**src/sv/dmcr_pkg.sv**
```systemverilog
// types and constants for the display-mode control port block
// no dependencies
package dmcr_pkg;

   localparam int CmdW      = 3;
   localparam int OffsetW   = 4;
   localparam int ByteW     = 8;
   localparam int ScanW     = 5;
   localparam int VmodeW    = 5;
   localparam int FlagsW    = 6;
   localparam int CsrIdxW   = 2;
   localparam int ScanDepth = 6;
   localparam int ScanIdxW  = 3;

   // access codes
   localparam logic [CmdW-1:0] CMD_CRTC_WR  = 3'd0;
   localparam logic [CmdW-1:0] CMD_CRTC_RD  = 3'd1;
   localparam logic [CmdW-1:0] CMD_MODE_A   = 3'd2;
   localparam logic [CmdW-1:0] CMD_MODE_B   = 3'd3;
   localparam logic [CmdW-1:0] CMD_SEL_WR   = 3'd4;
   localparam logic [CmdW-1:0] CMD_STAT_RD  = 3'd5;

   // crtc register numbers above the scanline group
   localparam logic [ScanIdxW-1:0] REG_MODE = 3'd6;
   localparam logic [ScanIdxW-1:0] REG_TILE = 3'd7;

   // configuration register indexes
   localparam logic [CsrIdxW-1:0] CSR_GRCG     = 2'd0;
   localparam logic [CsrIdxW-1:0] CSR_EGC      = 2'd1;
   localparam logic [CsrIdxW-1:0] CSR_COLOR16  = 2'd2;
   localparam logic [CsrIdxW-1:0] CSR_COLOR256 = 2'd3;

   // mode command A bytes
   localparam logic [ByteW-1:0] A_ANALOG_OFF = 8'h00;
   localparam logic [ByteW-1:0] A_ANALOG_ON  = 8'h01;
   localparam logic [ByteW-1:0] A_EGC_OFF    = 8'h04;
   localparam logic [ByteW-1:0] A_EGC_ON     = 8'h05;
   localparam logic [ByteW-1:0] A_LOCK       = 8'h06;
   localparam logic [ByteW-1:0] A_UNLOCK     = 8'h07;
   localparam logic [ByteW-1:0] A_VGA_OFF    = 8'h20;
   localparam logic [ByteW-1:0] A_VGA_ON     = 8'h21;
   localparam logic [ByteW-1:0] A_CRT_ON     = 8'h40;
   localparam logic [ByteW-1:0] A_CRT_OFF    = 8'h41;
   localparam logic [ByteW-1:0] A_BND_OFF    = 8'h68;
   localparam logic [ByteW-1:0] A_BND_ON     = 8'h69;
   localparam logic [ByteW-1:0] A_CLK1_OFF   = 8'h82;
   localparam logic [ByteW-1:0] A_CLK1_ON    = 8'h83;
   localparam logic [ByteW-1:0] A_CLK2_OFF   = 8'h84;
   localparam logic [ByteW-1:0] A_CLK2_ON    = 8'h85;

   // mode command B bytes
   localparam logic [ByteW-1:0] B_ATTR_OFF   = 8'h00;
   localparam logic [ByteW-1:0] B_ATTR_ON    = 8'h01;
   localparam logic [ByteW-1:0] B_40COL_OFF  = 8'h04;
   localparam logic [ByteW-1:0] B_40COL_ON   = 8'h05;
   localparam logic [ByteW-1:0] B_ODD_OFF    = 8'h08;
   localparam logic [ByteW-1:0] B_ODD_ON     = 8'h09;
   localparam logic [ByteW-1:0] B_DISP_OFF   = 8'h0E;
   localparam logic [ByteW-1:0] B_DISP_ON    = 8'h0F;

   // status select codes
   localparam logic [ByteW-1:0] SEL_ONE     = 8'h01;
   localparam logic [ByteW-1:0] SEL_ODD     = 8'h02;
   localparam logic [ByteW-1:0] SEL_DISP    = 8'h03;
   localparam logic [ByteW-1:0] SEL_ANALOG  = 8'h04;

   localparam logic [ByteW-1:0] READ_NONE   = 8'hFF;
   localparam logic [ByteW-1:0] FAST_BIT    = 8'h02;

   // bit positions
   localparam int OP_ANALOG = 2;
   localparam int OP_EGC    = 3;
   localparam int OP_VGA    = 4;
   localparam int FL_ATTR4  = 0;
   localparam int FL_40COL  = 1;
   localparam int FL_ODD    = 2;
   localparam int FL_DISP   = 3;
   localparam int FL_CRT    = 4;
   localparam int FL_256KB  = 5;

   typedef struct packed {
      logic [CmdW-1:0]    cmd;
      logic [OffsetW-1:0] port_offset;
      logic [ByteW-1:0]   data;
   } req_item_type;

   typedef struct packed {
      logic [ByteW-1:0]  read_data;
      logic [VmodeW-1:0] vram_mode;
      logic [FlagsW-1:0] display_flags;
      logic              analog_active;
      logic              fast_clock;
      logic              remap_pulse;
   } rsp_item_type;

   typedef struct packed {
      logic grcg_present;
      logic egc_present;
      logic color16_present;
      logic color256_present;
   } cfg_type;

endpackage

```
**src/sv/dmcr_if.sv**
```systemverilog
// channel interfaces: access requests, results and configuration writes
// depends on dmcr_pkg
interface dmcr_req_if
   import dmcr_pkg::*;
   ();
   logic               valid;
   logic               ready;
   logic [CmdW-1:0]    cmd;
   logic [OffsetW-1:0] port_offset;
   logic [ByteW-1:0]   data;

   modport source (output valid, cmd, port_offset, data, input ready);
   modport sink   (input valid, cmd, port_offset, data, output ready);
endinterface

interface dmcr_rsp_if
   import dmcr_pkg::*;
   ();
   logic              valid;
   logic              ready;
   logic [ByteW-1:0]  read_data;
   logic [VmodeW-1:0] vram_mode;
   logic [FlagsW-1:0] display_flags;
   logic              analog_active;
   logic              fast_clock;
   logic              remap_pulse;

   modport source (output valid, read_data, vram_mode, display_flags, analog_active,
                   fast_clock, remap_pulse, input ready);
   modport sink   (input valid, read_data, vram_mode, display_flags, analog_active,
                   fast_clock, remap_pulse, output ready);
endinterface

interface dmcr_csr_if
   import dmcr_pkg::*;
   ();
   logic               valid;
   logic               ready;
   logic [CsrIdxW-1:0] index;
   logic               data;

   modport source (output valid, index, data, input ready);
   modport sink   (input valid, index, data, output ready);
endinterface

```
**src/sv/dmcr_in_stage.sv**
```systemverilog
// input register for access items
// depends on dmcr_pkg and dmcr_req_if
module dmcr_in_stage
   import dmcr_pkg::*;
(
   input  logic         clock,
   input  logic         reset,
   dmcr_req_if.sink     req,
   input  logic         advance,
   output logic         item_valid,
   output req_item_type item
);
   logic         valid_ff, valid_in;
   req_item_type item_ff;
   logic         take;

   assign req.ready = !valid_ff || advance;
   assign take      = req.valid && req.ready;
   assign valid_in  = take || (valid_ff && !advance);

   always_ff @(posedge clock) begin
      if (reset) begin
         valid_ff <= 1'b0;
      end else begin
         valid_ff <= valid_in;
      end
   end

   always_ff @(posedge clock) begin
      if (take) begin
         item_ff <= '{cmd: req.cmd, port_offset: req.port_offset, data: req.data};
      end
   end

   assign item_valid = valid_ff;
   assign item       = item_ff;
endmodule

```
**src/sv/dmcr_core.sv**
```systemverilog
// mode state registers, config registers and the per-item update logic
// depends on dmcr_pkg
module dmcr_core
   import dmcr_pkg::*;
(
   input  logic               clock,
   input  logic               reset,
   input  logic               fire,
   input  req_item_type       item,
   input  logic               csr_write,
   input  logic [CsrIdxW-1:0] csr_index,
   input  logic               csr_data,
   output rsp_item_type       result
);
   // tile data, tile counter and the full mode byte are never read back,
   // so only the raster-op bits of a mode write are kept
   logic [ScanW-1:0]  scan_ff [ScanDepth];
   logic [VmodeW-1:0] vop_ff, vop_in;
   logic              unlock_ff, unlock_in;
   logic              clk1_ff, clk1_in;
   logic              clk2_ff, clk2_in;
   logic [FlagsW-1:0] flags_ff, flags_in;
   logic [ByteW-1:0]  sel_ff, sel_in;
   cfg_type           cfg_ff, cfg_in;

   logic [ScanIdxW-1:0] reg_sel;
   logic                scan_hit;
   logic                scan_we;
   logic [ByteW-1:0]    rd;
   logic                remap;
   logic                fast;

   assign reg_sel  = item.port_offset[3:1];
   assign scan_hit = reg_sel < ScanIdxW'(ScanDepth);
   assign scan_we  = fire && item.cmd == CMD_CRTC_WR && scan_hit;

   always_comb begin
      vop_in    = vop_ff;
      unlock_in = unlock_ff;
      clk1_in   = clk1_ff;
      clk2_in   = clk2_ff;
      flags_in  = flags_ff;
      sel_in    = sel_ff;
      rd        = '0;
      remap     = 1'b0;
      case (item.cmd)
         CMD_CRTC_WR: begin
            if (reg_sel == REG_MODE && cfg_ff.grcg_present) begin
               vop_in[1:0] = item.data[7:6];
            end
         end
         CMD_CRTC_RD: begin
            rd = scan_hit ? ByteW'(scan_ff[reg_sel]) : READ_NONE;
         end
         CMD_MODE_A: begin
            case (item.data)
               A_ANALOG_OFF: begin
                  vop_in[OP_ANALOG] = 1'b0;
                  remap = 1'b1;
               end
               A_ANALOG_ON: begin
                  if (cfg_ff.color16_present) begin
                     vop_in[OP_ANALOG] = 1'b1;
                     remap = 1'b1;
                  end
               end
               A_EGC_OFF: begin
                  if (unlock_ff) vop_in[OP_EGC] = 1'b0;
               end
               A_EGC_ON: begin
                  if (unlock_ff && cfg_ff.egc_present) vop_in[OP_EGC] = 1'b1;
               end
               A_LOCK:   unlock_in = 1'b0;
               A_UNLOCK: unlock_in = 1'b1;
               A_VGA_OFF: begin
                  if (unlock_ff && cfg_ff.egc_present) begin
                     vop_in[OP_VGA] = 1'b0;
                     remap = 1'b1;
                  end
               end
               A_VGA_ON: begin
                  if (unlock_ff && cfg_ff.egc_present && cfg_ff.color256_present) begin
                     vop_in[OP_VGA] = 1'b1;
                     remap = 1'b1;
                  end
               end
               A_CRT_ON, A_CRT_OFF: flags_in[FL_CRT] = !item.data[0];
               A_BND_OFF, A_BND_ON: begin
                  flags_in[FL_256KB] = item.data[0];
                  remap = 1'b1;
               end
               A_CLK1_OFF, A_CLK1_ON: clk1_in = item.data[0];
               A_CLK2_OFF, A_CLK2_ON: clk2_in = item.data[0];
               default: ;
            endcase
         end
         CMD_MODE_B: begin
            case (item.data)
               B_ATTR_OFF, B_ATTR_ON:   flags_in[FL_ATTR4] = item.data[0];
               B_40COL_OFF, B_40COL_ON: flags_in[FL_40COL] = item.data[0];
               B_ODD_OFF, B_ODD_ON:     flags_in[FL_ODD]   = item.data[0];
               B_DISP_OFF, B_DISP_ON:   flags_in[FL_DISP]  = item.data[0];
               default: ;
            endcase
         end
         CMD_SEL_WR: sel_in = item.data;
         CMD_STAT_RD: begin
            case (sel_ff)
               SEL_ONE:    rd = 8'h01;
               SEL_ODD:    rd = ByteW'(flags_ff[FL_ODD]);
               SEL_DISP:   rd = ByteW'(flags_ff[FL_DISP]);
               SEL_ANALOG: rd = ByteW'(vop_ff[OP_ANALOG]);
               default:    rd = READ_NONE;
            endcase
         end
         default: ;
      endcase
      fast = clk1_in && clk2_in;
      if (item.cmd == CMD_STAT_RD && fast) rd = rd | FAST_BIT;
   end

   always_comb begin
      cfg_in = cfg_ff;
      if (csr_write) begin
         case (csr_index)
            CSR_GRCG:     cfg_in.grcg_present     = csr_data;
            CSR_EGC:      cfg_in.egc_present      = csr_data;
            CSR_COLOR16:  cfg_in.color16_present  = csr_data;
            CSR_COLOR256: cfg_in.color256_present = csr_data;
            default: ;
         endcase
      end
   end

   always_ff @(posedge clock) begin
      if (reset) begin
         vop_ff    <= '0;
         unlock_ff <= 1'b0;
         clk1_ff   <= 1'b0;
         clk2_ff   <= 1'b0;
         flags_ff  <= '0;
         sel_ff    <= '0;
         cfg_ff    <= '{grcg_present: 1'b1, egc_present: 1'b1,
                        color16_present: 1'b1, color256_present: 1'b1};
      end else begin
         cfg_ff <= cfg_in;
         if (fire) begin
            vop_ff    <= vop_in;
            unlock_ff <= unlock_in;
            clk1_ff   <= clk1_in;
            clk2_ff   <= clk2_in;
            flags_ff  <= flags_in;
            sel_ff    <= sel_in;
         end
      end
   end

   always_ff @(posedge clock) begin
      if (reset) begin
         for (int i = 0; i < ScanDepth; i++) scan_ff[i] <= '0;
      end else if (scan_we) begin
         scan_ff[reg_sel] <= item.data[ScanW-1:0];
      end
   end

   assign result = '{read_data:     rd,
                     vram_mode:     vop_in,
                     display_flags: flags_in,
                     analog_active: vop_in[OP_ANALOG] || vop_in[OP_VGA],
                     fast_clock:    fast,
                     remap_pulse:   remap};
endmodule

```
**src/sv/dmcr_out_stage.sv**
```systemverilog
// result register driving the response channel
// depends on dmcr_pkg and dmcr_rsp_if
module dmcr_out_stage
   import dmcr_pkg::*;
(
   input  logic         clock,
   input  logic         reset,
   input  logic         load,
   input  rsp_item_type item,
   output logic         can_load,
   dmcr_rsp_if.source   rsp
);
   logic         valid_ff, valid_in;
   rsp_item_type item_ff;

   assign can_load = !valid_ff || rsp.ready;
   assign valid_in = load || (valid_ff && !rsp.ready);

   always_ff @(posedge clock) begin
      if (reset) begin
         valid_ff <= 1'b0;
      end else begin
         valid_ff <= valid_in;
      end
   end

   always_ff @(posedge clock) begin
      if (load) begin
         item_ff <= item;
      end
   end

   assign rsp.valid         = valid_ff;
   assign rsp.read_data     = item_ff.read_data;
   assign rsp.vram_mode     = item_ff.vram_mode;
   assign rsp.display_flags = item_ff.display_flags;
   assign rsp.analog_active = item_ff.analog_active;
   assign rsp.fast_clock    = item_ff.fast_clock;
   assign rsp.remap_pulse   = item_ff.remap_pulse;
endmodule

```
**src/sv/display_mode_control_registers.sv**
```systemverilog
// top level of the display-mode control port block
// depends on dmcr_pkg, the dmcr interfaces, dmcr_in_stage, dmcr_core, dmcr_out_stage
//
//   channel   direction  handshake     carries
//   req_ch    in         valid/ready   cmd, port_offset, data
//   rsp_ch    out        valid/ready   read_data, vram_mode, display_flags, flags
//   csr_ch    in         valid/ready   index, data (feature enables)
//
// one item per cycle sustained while rsp_ch is ready; each item passes through the
// input register and then the result register before it appears at rsp_ch;
// the mode state updates as the item leaves the input register, so reads
// see all earlier accesses; synchronous reset clears state, enables go to 1
// a stalled rsp_ch holds the result and the input register; req_ch stalls
// only while both registers are full; csr_ch is always ready
module display_mode_control_registers
   import dmcr_pkg::*;
(
   input  logic        clock,
   input  logic        reset,
   dmcr_req_if.sink    req_ch,
   dmcr_rsp_if.source  rsp_ch,
   dmcr_csr_if.sink    csr_ch
);
   logic         s1_valid;
   req_item_type s1_item;
   logic         advance;
   logic         fire;
   rsp_item_type result;

   // item moves from the input register into the result register
   assign fire = s1_valid && advance;

   // configuration is plain flops, taken every cycle
   assign csr_ch.ready = 1'b1;

   dmcr_in_stage u_in (
      .clock      (clock),
      .reset      (reset),
      .req        (req_ch),
      .advance    (advance),
      .item_valid (s1_valid),
      .item       (s1_item)
   );

   dmcr_core u_core (
      .clock     (clock),
      .reset     (reset),
      .fire      (fire),
      .item      (s1_item),
      .csr_write (csr_ch.valid),
      .csr_index (csr_ch.index),
      .csr_data  (csr_ch.data),
      .result    (result)
   );

   dmcr_out_stage u_out (
      .clock    (clock),
      .reset    (reset),
      .load     (fire),
      .item     (result),
      .can_load (advance),
      .rsp      (rsp_ch)
   );
endmodule

```
**src/flat_wrapper.sv**
```systemverilog
// flat-port wrapper written by rule: the top's interface ports become plain ports
module display_mode_control_registers_flat import dmcr_pkg::*;
  (clock, reset, req_ch_valid, req_ch_cmd, req_ch_port_offset, req_ch_data, req_ch_ready, rsp_ch_valid, rsp_ch_read_data, rsp_ch_vram_mode, rsp_ch_display_flags, rsp_ch_analog_active, rsp_ch_fast_clock, rsp_ch_remap_pulse, rsp_ch_ready, csr_ch_valid, csr_ch_index, csr_ch_data, csr_ch_ready);
  dmcr_req_if req_ch_i ();
  dmcr_rsp_if rsp_ch_i ();
  dmcr_csr_if csr_ch_i ();
  input  logic clock;
  input  logic reset;
  input wire logic [$bits(req_ch_i.valid)-1:0] req_ch_valid;
  input wire logic [$bits(req_ch_i.cmd)-1:0] req_ch_cmd;
  input wire logic [$bits(req_ch_i.port_offset)-1:0] req_ch_port_offset;
  input wire logic [$bits(req_ch_i.data)-1:0] req_ch_data;
  output wire logic [$bits(req_ch_i.ready)-1:0] req_ch_ready;
  output wire logic [$bits(rsp_ch_i.valid)-1:0] rsp_ch_valid;
  output wire logic [$bits(rsp_ch_i.read_data)-1:0] rsp_ch_read_data;
  output wire logic [$bits(rsp_ch_i.vram_mode)-1:0] rsp_ch_vram_mode;
  output wire logic [$bits(rsp_ch_i.display_flags)-1:0] rsp_ch_display_flags;
  output wire logic [$bits(rsp_ch_i.analog_active)-1:0] rsp_ch_analog_active;
  output wire logic [$bits(rsp_ch_i.fast_clock)-1:0] rsp_ch_fast_clock;
  output wire logic [$bits(rsp_ch_i.remap_pulse)-1:0] rsp_ch_remap_pulse;
  input wire logic [$bits(rsp_ch_i.ready)-1:0] rsp_ch_ready;
  input wire logic [$bits(csr_ch_i.valid)-1:0] csr_ch_valid;
  input wire logic [$bits(csr_ch_i.index)-1:0] csr_ch_index;
  input wire logic [$bits(csr_ch_i.data)-1:0] csr_ch_data;
  output wire logic [$bits(csr_ch_i.ready)-1:0] csr_ch_ready;
  assign req_ch_i.valid = req_ch_valid;
  assign req_ch_i.cmd = req_ch_cmd;
  assign req_ch_i.port_offset = req_ch_port_offset;
  assign req_ch_i.data = req_ch_data;
  assign req_ch_ready = req_ch_i.ready;
  assign rsp_ch_valid = rsp_ch_i.valid;
  assign rsp_ch_read_data = rsp_ch_i.read_data;
  assign rsp_ch_vram_mode = rsp_ch_i.vram_mode;
  assign rsp_ch_display_flags = rsp_ch_i.display_flags;
  assign rsp_ch_analog_active = rsp_ch_i.analog_active;
  assign rsp_ch_fast_clock = rsp_ch_i.fast_clock;
  assign rsp_ch_remap_pulse = rsp_ch_i.remap_pulse;
  assign rsp_ch_i.ready = rsp_ch_ready;
  assign csr_ch_i.valid = csr_ch_valid;
  assign csr_ch_i.index = csr_ch_index;
  assign csr_ch_i.data = csr_ch_data;
  assign csr_ch_ready = csr_ch_i.ready;
  display_mode_control_registers u_core (.clock(clock), .reset(reset), .req_ch(req_ch_i), .rsp_ch(rsp_ch_i), .csr_ch(csr_ch_i));
endmodule
```
**config.mk**
```make
export PLATFORM = sky130hd
export DESIGN_NAME = display_mode_control_registers_flat
export DESIGN_NICKNAME = d
export VERILOG_FILES = /design/src/sv/dmcr_pkg.sv /design/src/sv/dmcr_if.sv /design/src/sv/dmcr_in_stage.sv /design/src/sv/dmcr_core.sv /design/src/sv/dmcr_out_stage.sv /design/src/sv/display_mode_control_registers.sv /design/src/flat_wrapper.sv
export SDC_FILE = /design/constraint.sdc
export NUM_CORES = 1
export LEC_CHECK = 0
export ABC_AREA = 1
export BUFFER_PORTS_ARGS = -buffer_cell sky130_fd_sc_hd__buf_2
export CELL_PAD_IN_SITES_DETAIL_PLACEMENT = 1
export CELL_PAD_IN_SITES_GLOBAL_PLACEMENT = 2
export CORE_ASPECT_RATIO = 1.5
export CORE_MARGIN = 1.5
export CORE_UTILIZATION = 24
export DETAILED_ROUTE_END_ITERATION = 6
export PLACE_DENSITY = 0.57
export REMOVE_ABC_BUFFERS = 1
export SLEW_MARGIN = 0
export SYNTH_ARGS = -nofsm -noshare
export SYNTH_HDL_FRONTEND = slang
export SYNTH_HIERARCHICAL = 1
export SYNTH_SLANG_ARGS = --single-unit
```
**constraint.sdc**
```tcl
create_clock -name clock -period 7.45 [get_ports clock]
set_clock_uncertainty 0.1 [all_clocks]
set_input_delay 1.1175 -clock clock [delete_from_list [all_inputs] [get_ports clock]]
set_output_delay 1.1175 -clock clock [all_outputs]
set_load 0.05 [all_outputs]
```
Word level (Yosys, flattened, before mapping). Memory sizes are Yosys's and may differ from the RTL's. A register that Yosys moved wholly into a read port is not among the register bits. Cells that the tools add are included.

Register bits after elaboration: 65. Memory bits (writable): 30. Input port bits: 23. Output and inout bits: 25. Word-level logic and storage cells: 137. Memories: 1.

Memories: u_core.u_core.scan_ff (words 6, bits a word 5, rd ports 1, clocked after memory_dff 1, write ports 6, RTL line dmcr_core.sv:17) `logic [ScanW-1:0] scan_ff [ScanDepth];`.

$lt $le $gt $ge: 1. Equal/unequal tests: 32. Muxes and demuxes: 40. Reduce and logical (&&, ||, !) cells: 41.

Operators with widths (count): == test 8 x 3 -> 1 bit, second input constant (5); == test 8 x 4 -> 1 bit, second input constant (4); == test 8 x 7 -> 1 bit, second input constant (4); == test 8 bit, second input constant (4); case mux 8 bit (4 select lines) (1); two-way mux 1 bit (24); == test 8 x 1 -> 1 bit, second input constant (2); == test 8 x 2 -> 1 bit, second input constant (2); == test 8 x 6 -> 1 bit, second input constant (2); case mux 8 bit (2 select lines) (1); OR reduction 2 bit (8); logical AND 1 bit (11); AND reduction 2 bit (5); == test 3 bit, second input constant (3); two-way mux 3 bit (3); zero test 8 bit (1); two-way mux 8 bit (1); case mux 1 bit (2 select lines) (4); == test 3 x 2 -> 1 bit, second input constant (2); two-way mux 2 bit (3); zero test 1 bit (5); logical OR 1 bit (5); two-way mux 5 bit (1); OR reduction 5 bit (1); 11 further kinds (12).

Depth between registers and ports, before layout.
Depth in word-level cells: 10. Mapped depth: 11. Mapped depth without buffers: 10.

Hierarchy. Netlist, hierarchy kept.

Modules (own cells, without submodules): dmcr_core (instances 1, cells each 446, area each 3170.5 um2); dmcr_out_stage (instances 1, cells each 27, area each 703.2 um2); dmcr_in_stage (instances 1, cells each 21, area each 498.0 um2); display_mode_control_registers (instances 1, cells each 4, area each 18.8 um2).

Worst setup path before layout. Ideal clock, no wire load.

Path kind: input -> register. Start point: input port rsp_ch_ready. End point: memory u_core.u_core.scan_ff[5][0] (enable). Setup time: 0.376 ns. Data arrival time: 2.911 ns. Slack: 4.063 ns. Stages on the path: 8. Cells stage by stage: inv_1 > nand2_2 > nand2_1 > inv_1 > buf_2 > clkbuf_1 > nand3_1 > o31ai_1.

RTL lines: start: declaration (RTL line flat_wrapper.sv:21) `input wire logic [$bits(rsp_ch_i.ready)-1:0] rsp_ch_ready;`; end: declaration (RTL line dmcr_core.sv:17).

==> flow_summary.toml <==
[synth]
netlist_instances = 497
syn-cell-area_um2 = 4360
yosysWarnings = 6
avgSynthCellArea_um2 = 8.77

[setup_path]
crit_type = "in2reg"
r2r_start = "u_core/u_in/item[9]"
crit_path_max_fanout = 23
crit_arrival_ns = 2.86
worstPathRequired_ns = 7.35
cp_slowest_cell = "inv_1"
startpoint = "reset"
critPathLaunchType = "input pin"
cp-end-kind = "flop"
worstPathCellList = "buf_2, inv_1, nand4_4, inv_4, nand2_1, o21ai_1"
max_stage_delay_ns = 0.61

[drt]
viasPerCell = 4.49
first_iter_violations = 75
vias = 3400
drt-total-wl_um = 11700
drc = 0
dr.pass1.iters = 4
postRouteAntennaNets = 0
wire_per_inst_um = 15.5

[placement]
place_ws_ns = 4.04
dpl.hpwl_um = 9000
place_inst = 741
io_buffers = 45
place_congestion = 0.762

[sta]
finalHoldViolations = 0
relSlewSlack_pct = 47.1
setup_viol_count_final = 0
period_share_pct = 39.7
timing.hold.ws_ns = 0.347
worst_slack_ns = 4.49
rsz0062_at_grt = "no"
finalCriticalPeriod_ns = 2.96
worst_pin_slew_ns = 0.787
drv_slew = 0
max_freq_mhz = 338
fin_setup_tns_ns = 0

[clock_network]
cts_num_sinks = 94
cts_setup_buffers = 0
cts-root-buf = "clkbuf_16"
hold_buffers = 0
worstSkewPairLatency_ns = 0.35
cts_inserted_buffers = 9
htreeDepth = 3
clkTransAtPathRegs_ns = 0.06
cts-resized-gates = 0
cts_tree = "done"
clk_path_buf_depth = 2

[floorplanning]
rows = 60
initial_utilization_pct = 24.4
die_w_um = 113
fp.dieH_um = 168
core_area_um2 = 17900
die_area_um2 = 19000
ios = 48

[finish]
post-route-util_pct = 28.4
drive_above_1_share_pct = 16.7
nets = 558
syn2layout_area_growth_pct = 16.3
diodes = 0
stdcell_count = 757

[pwr]
powerDensity_nw_per_um2 = 237
leakage_nw = 2.12
p_sw_share_pct = 25.0
combinationalPowerShare_pct = 9.0
p_clk_share_pct = 41.0
power.internal_mw = 0.902
p_sw_mw = 0.300
ir_worst_vdd_uv = 91.2
p_seq_share_pct = 50.0

[global_routing]
grt_pass1_wl_um = 18900
grt_overflow_total = 0
antenna_found_initial = 0
grt_pass1_vias = 3544
track_usage_pct = 13.2
grt_max_degree = 46

[min_path]
hold_path_startpoint = "u_core/u_core/sel_ff[5]"
min_path_type = "reg2reg"

[run_status]
status = "completed"

[flow_run]
max_cap_viol_count = 0
[cells in the final DEF (no fill, tap or decap), types with 2 or more instances in the layout]
master     count
nor2_2         4
nor2_1        56
o21ai_1        4
edfxtp_1      66
nand2_1      112
nand4_1        5
dfxtp_1       28
buf_2         45
o21ai_0       29
inv_4          2
nand2_2       11
nand3_1       50
clkbuf_16     10
a21oi_2        2
inv_1         60
clkbuf_1       2
nand3_2        2
inv_2          5
nor3_1         9
a21oi_1       26
buf_4          2
[power by group through the flow]
stage	registers (mW)	logic [mW]	clock network, mW
2_1_floorplan	0.632	0.0525	0
3_3_place_gp	0.613	0.110	0
3_5_place_dp	0.613	0.111	0
4_1_cts	0.602	0.112	0.511
5_1_grt	0.605	0.122	0.529
6_report	0.601	0.109	0.492
[layer usage]
metal | up-vias | track usage, % | routed length (µm)
met5 | - | 0 | 0
met4 | 0 | 5.38 | 236
met3 | 15 | 2.59 | 272
met2 | 47 | 25.1 | 6450
met1 | 1637 | 14.2 | 4780
li1 | 1701 | - | -
[cell type report]
| class | instances | area (µm²) |
|---|---|---|
| clock inverters | 3 | 41.3 |
| inverters | 66 | 250 |
| repair buffers | 47 | 240 |
| clock buffers | 13 | 272 |
| flip-flops and latches | 94 | 2540 |
| well taps | 217 | 272 |
| multi-input cells | 317 | 1450 |
| fillers | 2121 | 12800 |
[worst paths after layout]
kind	endpoint	cells after the start	slack, ns
worst min register to register	u_core/u_core/sel_ff[5]	2	0.35
worst max register to register	u_core/u_core/scan_ff[4][1]	3	4.77
worst max-delay path	u_core/u_core/scan_ff[0][2]	6	4.49
worst min-delay path	u_core/u_core/sel_ff[5]	2	0.35
[metrics by stage]
step | total power, mW | instance area [µm²]
2_1_floorplan | 0.684 | 4250
3_3_place_gp | 0.723 | 4760
5_1_grt | 1.26 | 5070
3_5_place_dp | 0.725 | 4760
6_report | 1.20 | 5070
4_1_cts | 1.23 | 5070
[state kept, by name, indices dropped and copies added (netlist names)]
| register | count |
|---|---|
| u_core/u_core/cfg_ff | 4 |
| u_core/u_core/clk1_ff | 1 |
| u_core/u_core/clk2_ff | 1 |
| u_core/u_core/flags_ff | 6 |
| u_core/u_core/scan_ff | 30 |
| u_core/u_core/sel_ff | 8 |
| u_core/u_core/unlock_ff | 1 |
| u_core/u_core/vop_ff | 5 |
| u_core/u_in/item | 14 |
| u_core/u_in/item_valid | 1 |
| u_core/u_out/rsp.analog_active | 1 |
| u_core/u_out/rsp.display_flags | 6 |
| u_core/u_out/rsp.fast_clock | 1 |
| u_core/u_out/rsp.read_data | 8 |
| u_core/u_out/rsp.remap_pulse | 1 |
| u_core/u_out/rsp.valid | 1 |
| u_core/u_out/rsp.vram_mode | 5 |
[critical path: cells and delay by family]
| family | cells | cell delay (ns) |
|---|---|---|
| buffers and inverters | 3 | 0.95 |
| AOI/OAI and AO/OA | 1 | 0.42 |
| and+or+nand+nor | 2 | 0.34 |
Power figures use the tool's default switching activity.
